===== config.mk =====
export PLATFORM = sky130hd
export DESIGN_NAME = dual_quadrature_decoder_flat
export DESIGN_NICKNAME = d
export VERILOG_FILES = /design/src/rtl/core/dqd_pkg.sv /design/src/rtl/core/dqd_stream_if.sv /design/src/rtl/core/dqd_enc_update.sv /design/src/rtl/core/dual_quadrature_decoder.sv /design/src/flat_wrapper.sv
export SDC_FILE = /design/constraint.sdc
export NUM_CORES = 1
export LEC_CHECK = 0
export ABC_AREA = 1
export ABC_CLOCK_PERIOD_IN_PS = 3930
export BUFFER_PORTS_ARGS = -buffer_cell sky130_fd_sc_hd__buf_4
export CAP_MARGIN = 25
export CORE_ASPECT_RATIO = 0.75
export CORE_MARGIN = 5
export CORE_UTILIZATION = 33
export CTS_BUF_LIST = sky130_fd_sc_hd__clkbuf_2 sky130_fd_sc_hd__clkbuf_4 sky130_fd_sc_hd__clkbuf_8
export DETAILED_ROUTE_END_ITERATION = 10
export GPL_ROUTABILITY_DRIVEN = 0
export SYNTH_ARGS = -nofsm -noshare
export SYNTH_HDL_FRONTEND = slang
export SYNTH_SLANG_ARGS = --single-unit

===== constraint.sdc =====
create_clock -name clk -period 3.93 [get_ports clk]
set_clock_uncertainty 0.05 [all_clocks]
set_input_delay 0.5895 -clock clk [delete_from_list [all_inputs] [get_ports clk]]
set_output_delay 0.5895 -clock clk [all_outputs]
set_load 0.01 [all_outputs]

===== src/rtl/core/dqd_pkg.sv =====
// ----------------------------------------------------------------------------
// dqd_pkg
// Shared types, masks and the x4 transition table for the dual quadrature
// decoder.
// ----------------------------------------------------------------------------
package dqd_pkg;

  localparam int COUNT_W = 32;
  localparam int PINS_W  = 4;
  localparam int PHASE_W = 2;

  // pin groups inside one sample
  localparam logic [PINS_W-1:0] LEFT_MASK  = 4'h3;
  localparam logic [PINS_W-1:0] RIGHT_MASK = 4'hC;
  localparam logic [PINS_W-1:0] PINS_MASK  = 4'hF;

  // read_select codes
  localparam logic SEL_LEFT  = 1'b0;
  localparam logic SEL_RIGHT = 1'b1;

  typedef logic signed [COUNT_W-1:0] count_t;
  typedef logic [PHASE_W-1:0]        phase_t;

  // per-encoder decoder state
  typedef struct packed {
    phase_t phase;
    count_t count;
  } enc_state_t;

  // x4 table: index is previous phase then current phase, result -1, 0 or +1
  function automatic logic signed [1:0] step_lookup(input logic [3:0] idx);
    logic signed [1:0] step;
    case (idx)
      4'd1, 4'd7, 4'd8, 4'd14: step = -2'sd1;
      4'd2, 4'd4, 4'd11, 4'd13: step = 2'sd1;
      default: step = 2'sd0;
    endcase
    return step;
  endfunction

endpackage


===== src/rtl/core/dqd_stream_if.sv =====
// ----------------------------------------------------------------------------
// dqd_stream_if
// Valid/ready channels of the dual quadrature decoder: pin samples in,
// selected position count out.
// ----------------------------------------------------------------------------
interface dqd_in_if import dqd_pkg::*; ();
  logic              valid;
  logic              ready;
  logic [PINS_W-1:0] pins;
  logic              clear_counts;
  logic              read_select;

  modport source (output valid, output pins, output clear_counts,
                  output read_select, input ready);
  modport sink   (input valid, input pins, input clear_counts,
                  input read_select, output ready);
endinterface

interface dqd_out_if import dqd_pkg::*; ();
  logic   valid;
  logic   ready;
  count_t selected_count;

  modport source (output valid, output selected_count, input ready);
  modport sink   (input valid, input selected_count, output ready);
endinterface


===== src/rtl/core/dqd_enc_update.sv =====
// ----------------------------------------------------------------------------
// dqd_enc_update
// Next state of one encoder: decodes a change of its A/B pair through the x4
// table, steps the count and applies the clear.
// ----------------------------------------------------------------------------
module dqd_enc_update import dqd_pkg::*; (
  input  enc_state_t cur_state,
  input  phase_t     pair,
  input  phase_t     last_pair,
  input  logic       primed,
  input  logic       clear,
  output enc_state_t next_state
);

  logic              changed;
  logic signed [1:0] step;

  // decode only on a change of this pair once primed
  assign changed = primed && (pair != last_pair);
  assign step    = step_lookup({cur_state.phase, pair});

  always_comb begin
    next_state = cur_state;
    if (changed) begin
      next_state.phase = pair;
      next_state.count = cur_state.count + count_t'(step);
    end
    // clear wins over a step in the same item
    if (clear) begin
      next_state.count = '0;
    end
  end

endmodule


===== src/rtl/core/dual_quadrature_decoder.sv =====
// ----------------------------------------------------------------------------
// dual_quadrature_decoder
// Two x4 quadrature decoders fed from one 4-pin sample stream.
// ----------------------------------------------------------------------------
// usage
//   in_ch  : one item per pin sample; pins[1:0] left A/B, pins[3:2] right A/B,
//            clear_counts zeroes both counts, read_select picks the count
//            reported (0 left, 1 right)
//   out_ch : one item per input item, the selected signed 32-bit count after
//            that sample
//   path   : input register, then decode and count update into the result
//            register; a held output keeps the item in the input register
//   throughput: one item per cycle unless out_ch stalls; the count update is a
//            table lookup and one 32-bit add per encoder between the input and result registers
//   reset  : counts, phases and last sample go to zero; the first item after
//            reset only latches the pins and reports the selected count
//   stall  : a held output keeps its item; the input register still takes one
//            more item, then in_ch.ready drops until out_ch.ready returns
// ----------------------------------------------------------------------------
module dual_quadrature_decoder import dqd_pkg::*; (
  input logic       clk,
  input logic       rst_n,
  dqd_in_if.sink    in_ch,
  dqd_out_if.source out_ch
);

  // input register
  logic              in_vld_r;
  logic [PINS_W-1:0] pins_r;
  logic              clr_r;
  logic              sel_r;

  // decoder state
  logic [PINS_W-1:0] last_sample_r;
  logic              primed_r;
  enc_state_t        left_r, left_nxt;
  enc_state_t        right_r, right_nxt;

  // result register
  logic              out_vld_r;
  count_t            out_count_r;
  count_t            out_count_nxt;

  logic              advance;
  logic              in_fire;

  assign advance      = in_vld_r && (!out_vld_r || out_ch.ready);
  assign in_ch.ready  = !in_vld_r || advance;
  assign in_fire      = in_ch.valid && in_ch.ready;

  // per-encoder update
  dqd_enc_update u_left (
    .cur_state  (left_r),
    .pair       (pins_r[1:0] & LEFT_MASK[1:0]),
    .last_pair  (last_sample_r[1:0]),
    .primed     (primed_r),
    .clear      (clr_r),
    .next_state (left_nxt)
  );

  dqd_enc_update u_right (
    .cur_state  (right_r),
    .pair       (pins_r[3:2] & RIGHT_MASK[3:2]),
    .last_pair  (last_sample_r[3:2]),
    .primed     (primed_r),
    .clear      (clr_r),
    .next_state (right_nxt)
  );

  assign out_count_nxt = (sel_r == SEL_RIGHT) ? right_nxt.count : left_nxt.count;

  // control and decoder state
  always_ff @(posedge clk) begin
    if (!rst_n) begin
      in_vld_r      <= 1'b0;
      out_vld_r     <= 1'b0;
      primed_r      <= 1'b0;
      last_sample_r <= '0;
      left_r        <= '0;
      right_r       <= '0;
    end else begin
      if (in_fire) begin
        in_vld_r <= 1'b1;
      end else if (advance) begin
        in_vld_r <= 1'b0;
      end
      if (advance) begin
        out_vld_r     <= 1'b1;
        primed_r      <= 1'b1;
        last_sample_r <= pins_r & PINS_MASK;
        left_r        <= left_nxt;
        right_r       <= right_nxt;
      end else if (out_ch.ready) begin
        out_vld_r <= 1'b0;
      end
    end
  end

  // payload registers
  always_ff @(posedge clk) begin
    if (in_fire) begin
      pins_r <= in_ch.pins;
      clr_r  <= in_ch.clear_counts;
      sel_r  <= in_ch.read_select;
    end
    if (advance) begin
      out_count_r <= out_count_nxt;
    end
  end

  assign out_ch.valid          = out_vld_r;
  assign out_ch.selected_count = out_count_r;

  // a clear item reports zero
  assert property (@(posedge clk) disable iff (!rst_n)
    advance && clr_r |=> out_vld_r && (out_count_r == '0))
    else $error("clear item did not report zero");

  // a held input item is not dropped
  assert property (@(posedge clk) disable iff (!rst_n)
    in_vld_r && !advance |=> in_vld_r)
    else $error("pending input item lost");

  // without clear the left count moves by at most one per item
  assert property (@(posedge clk) disable iff (!rst_n)
    advance && !clr_r |=> (left_r.count == $past(left_r.count)) ||
      (left_r.count == $past(left_r.count) + count_t'(1)) ||
      (left_r.count == $past(left_r.count) - count_t'(1)))
    else $error("left count jumped by more than one");

  // the priming item changes no count
  assert property (@(posedge clk) disable iff (!rst_n)
    advance && !primed_r && !clr_r |=>
      $stable(left_r.count) && $stable(right_r.count))
    else $error("count changed on priming item");

endmodule

===== src/flat_wrapper.sv =====
// flat-port wrapper written by rule: the top's interface ports become plain ports
module dual_quadrature_decoder_flat import dqd_pkg::*;
  (clk, rst_n, in_ch_valid, in_ch_pins, in_ch_clear_counts, in_ch_read_select, in_ch_ready, out_ch_valid, out_ch_selected_count, out_ch_ready);
  dqd_in_if in_ch_i ();
  dqd_out_if out_ch_i ();
  input logic clk;
  input logic rst_n;
  input wire logic [$bits(in_ch_i.valid)-1:0] in_ch_valid;
  input wire logic [$bits(in_ch_i.pins)-1:0] in_ch_pins;
  input wire logic [$bits(in_ch_i.clear_counts)-1:0] in_ch_clear_counts;
  input wire logic [$bits(in_ch_i.read_select)-1:0] in_ch_read_select;
  output wire logic [$bits(in_ch_i.ready)-1:0] in_ch_ready;
  output wire logic [$bits(out_ch_i.valid)-1:0] out_ch_valid;
  output wire logic [$bits(out_ch_i.selected_count)-1:0] out_ch_selected_count;
  input wire logic [$bits(out_ch_i.ready)-1:0] out_ch_ready;
  assign in_ch_i.valid = in_ch_valid;
  assign in_ch_i.pins = in_ch_pins;
  assign in_ch_i.clear_counts = in_ch_clear_counts;
  assign in_ch_i.read_select = in_ch_read_select;
  assign in_ch_ready = in_ch_i.ready;
  assign out_ch_valid = out_ch_i.valid;
  assign out_ch_selected_count = out_ch_i.selected_count;
  assign out_ch_i.ready = out_ch_ready;
  dual_quadrature_decoder u_core (.clk(clk), .rst_n(rst_n), .in_ch(in_ch_i), .out_ch(out_ch_i));
endmodule

==> reports/metrics.yaml <==
synthesis:
  synthCells: 1647
  synth_cell_types: 38
  yosys_warnings: 0
  synth_nets: 1743
  synth_seq_area_share_pct: 25.9
  synth_seq_cells: 113
  syn_area_um2: 10200
  synth_edf_count: 38
  syn_avg_cell_area_um2: 6.20
  synthFlopType: "dfxtp_1"
  async_flop_share_pct: 0
finish:
  drive_gt1_share_pct: 9.07
  mostFrequentLayoutCells: "500 x nand2_1, 259 x inv_1, 162 x nor2_1, 121 x nand3_1, 103 x a21oi_1"
  syn2layout_area_growth_pct: 11.0
  antennaDiodeCount: 0
  fin_nets: 1770
  post-route-util_pct: 37.3
  fin_cells: 2086
  fillers: 3269
  final_common_cell: "nand2_1"
critical_path:
  cp-startpoint: "u_core.pins_r[2]"
  worstPathArrival_ps: 3600
  critPathLaunchType: "flop"
  r2r_slack_ps: 490
  r2r-start: "u_core.pins_r[2]"
  critPathKind: "flop to flop"
  crit_path_max_fanout: 5
  crit_required_ps: 4090
  crit_end: "u_core.out_ch.selected_count[30]"
  reg2reg_to: "u_core.out_ch.selected_count[30]"
  r2r_cells: 19
  end_kind: "flop"
power_and_ir_drop:
  p_seq_share_pct: 38.5
  irDropWorstVdd_uv: 368
  power.density_nw_per_um2: 310
  p_leak_nw: 5.76
  p_int_mw: 2.21
  pwr-share-comb_pct: 28.5
  switching_share_pct: 37.1
  switchingPower_mw: 1.30
  p_clk_share_pct: 32.9
cts:
  cts_hold_buf: 0
  insertion_delay_ps: 480
  clockBufferDepth: 2
  htree_num_levels: 4
  cts_buffers: 17
  cts_root_buf: "clkbuf_8"
  clk_pin_slew_ps: 80
  cts_resized: 0
  cts.sinks: 113
  cts_setup_buffers: 0
  cts_tree: "yes"
floorplanning:
  initial_core_util_pct: 33.7
  pin_count: 44
  fp.dieW_um: 213
  rows: 55
  die_h_um: 162
  coreArea_um2: 30300
  die_area_um2: 34600
sta:
  period_needed_ps: 3440
  report.final.slew_viol_count: 0
  hold_viol: 0
  maxSlewHeadroom_pct: 41.4
  setup_ws_ps: 489
  timing.setup.tns_ps: 0
  rsz0062_at_grt: "false"
  finalSetupViolCount: 0
  tightest_slew_ps: 874
  holdWs_ps: 238
  max_clock_freq_mhz: 291
  layout_worst_path_cycle_share_pct: 87.6
global_route:
  grt_pass1_vias: 9216
  grt_overflow: 0
  grt_pass1_wl_um: 48300
  grt_max_degree: 76
  grt.total_usage_pct: 17.3
  antenna_found_initial: 0
drt:
  wire_per_inst_um: 14.3
  vias: 10155
  vias_per_cell: 4.87
  drcViolationCount: 0
  drt-total-wl_um: 29900
  drtIter0Drc: 862
  drtAntennaViolNets: 0
  drtPass1Iterations: 5
hold_path:
  hold_class: "primary input to flop"
flow_run:
  drv_cap: 0
placement:
  pre_cts_ws_ps: 508
  portBuffers: 43
  placed_cells: 2054
  hpwl_um: 22900
status:
  outcome: "completed"
## power by group through the flow
stage          logic, mW  clock network [mW]  registers [mW]
2_1_floorplan      0.739                   0            1.36
3_3_place_gp       0.979                   0            1.38
3_5_place_dp       0.995                   0            1.38
4_1_cts             1.00                1.18            1.35
5_1_grt             1.14                1.24            1.36
6_report            1.00                1.16            1.35
## stage by stage
stage / instance area (um2) / power (mW)
3_5_place_dp: 10900 / 2.37
2_1_floorplan: 10200 / 2.10
4_1_cts: 11300 / 3.54
3_3_place_gp: 10900 / 2.36
6_report: 11300 / 3.51
5_1_grt: 11300 / 3.73
## cells by family (layout without fill, tap and decap cells)
| kind of cell | count (synthesis) | count (layout) | synth area share (%) |
|---|---|---|---|
| AOI/OAI and AO/OA | 246 | 246 | 13.1 |
| xor gates and xnor gates | 28 | 28 | 2.40 |
| adders and majority gates | 86 | 86 | 10.7 |
| buffers and inverters | 313 | 353 | 12.1 |
| DFF | 113 | 113 | 25.9 |
| muxes | 7 | 7 | 0.686 |
| and+or+nand+nor | 854 | 854 | 35.1 |
## state kept, by name, summed over array words and instances, names as in the netlist, 4 cells and up
register and count:
u_core.last_sample_r 4, u_core.left_r 34, u_core.out_ch.selected_count 32, u_core.pins_r 4
u_core.right_r 34
## worst max-delay path, stage by stage, from the launching register on
cell and delay (ps):
edfxtp_1 430, inv_1 110, ha_1 330, xnor2_1 170
xor2_1 150, inv_1 60, ha_1 250, fa_1 490
nand3_1 130, nand3_2 120, nand2_1 110, nand2_1 80
nand2_1 120, nand2_2 120, nand2_1 100, nand2_1 50
nand2_1 50, nand3_1 90, nand3_1 100, o21ai_1 70
## cell usage after synthesis, types with 8 or more instances
| cell type | instances | share of area (%) |
|---|---|---|
| nand3_2 | 13 | 1.3 |
| ha_1 | 84 | 10 |
| o211ai_1 | 14 | 1.0 |
| nand4_1 | 10 | 0.61 |
| xor2_1 | 13 | 1.1 |
| a21oi_1 | 103 | 5.0 |
| o21ai_1 | 22 | 1.1 |
| nor2_1 | 162 | 6.0 |
| xnor2_1 | 15 | 1.3 |
| o21ai_0 | 83 | 4.1 |
| dfxtp_1 | 75 | 15 |
| edfxtp_1 | 38 | 11 |
| buf_2 | 11 | 0.54 |
| nand2_2 | 24 | 1.5 |
| clkbuf_1 | 25 | 0.92 |
| inv_1 | 260 | 9.6 |
| a21oi_2 | 8 | 0.69 |
| nand3_1 | 121 | 5.9 |
| nand2_1 | 500 | 18 |
## layer usage
| layer | vias up | track usage (%) | wire length, um |
|---|---|---|---|
| li1 | 5311 | - | - |
| met1 | 4524 | 26.6 | 15500 |
| met2 | 282 | 24.7 | 11800 |
| met3 | 38 | 3.08 | 1900 |
| met4 | 0 | 4.62 | 626 |
| met5 | - | 0 | 0 |
## how the worst min path moves through the flow
stage | from | to | slack (ps) | cells after the start
3_3_place_gp | u_core.last_sample_r[1] | u_core.last_sample_r[1] | 410 | 2
4_1_cts | in_ch_clear_counts | u_core.clr_r | 210 | 1
3_5_place_dp | u_core.last_sample_r[1] | u_core.last_sample_r[1] | 420 | 2
5_1_grt | in_ch_pins[0] | u_core.pins_r[0] | 210 | 1
6_report | in_ch_clear_counts | u_core.clr_r | 240 | 1
2_1_floorplan | u_core.last_sample_r[1] | u_core.last_sample_r[1] | 390 | 2
## cell type report
type | count | area (um2) | area share, %
Timing Repair Buffer | 55 | 458 | 4.04
Sequential cell | 113 | 2640 | 23.3
Multi-Input combinational cell | 1221 | 6340 | 55.9
Tap cell | 399 | 499 | 4.41
Clock inverter | 15 | 160 | 1.41
Clock buffer | 17 | 234 | 2.06
Inverter | 266 | 1000 | 8.83
Note: power is estimated with default switching activity, not from simulation.
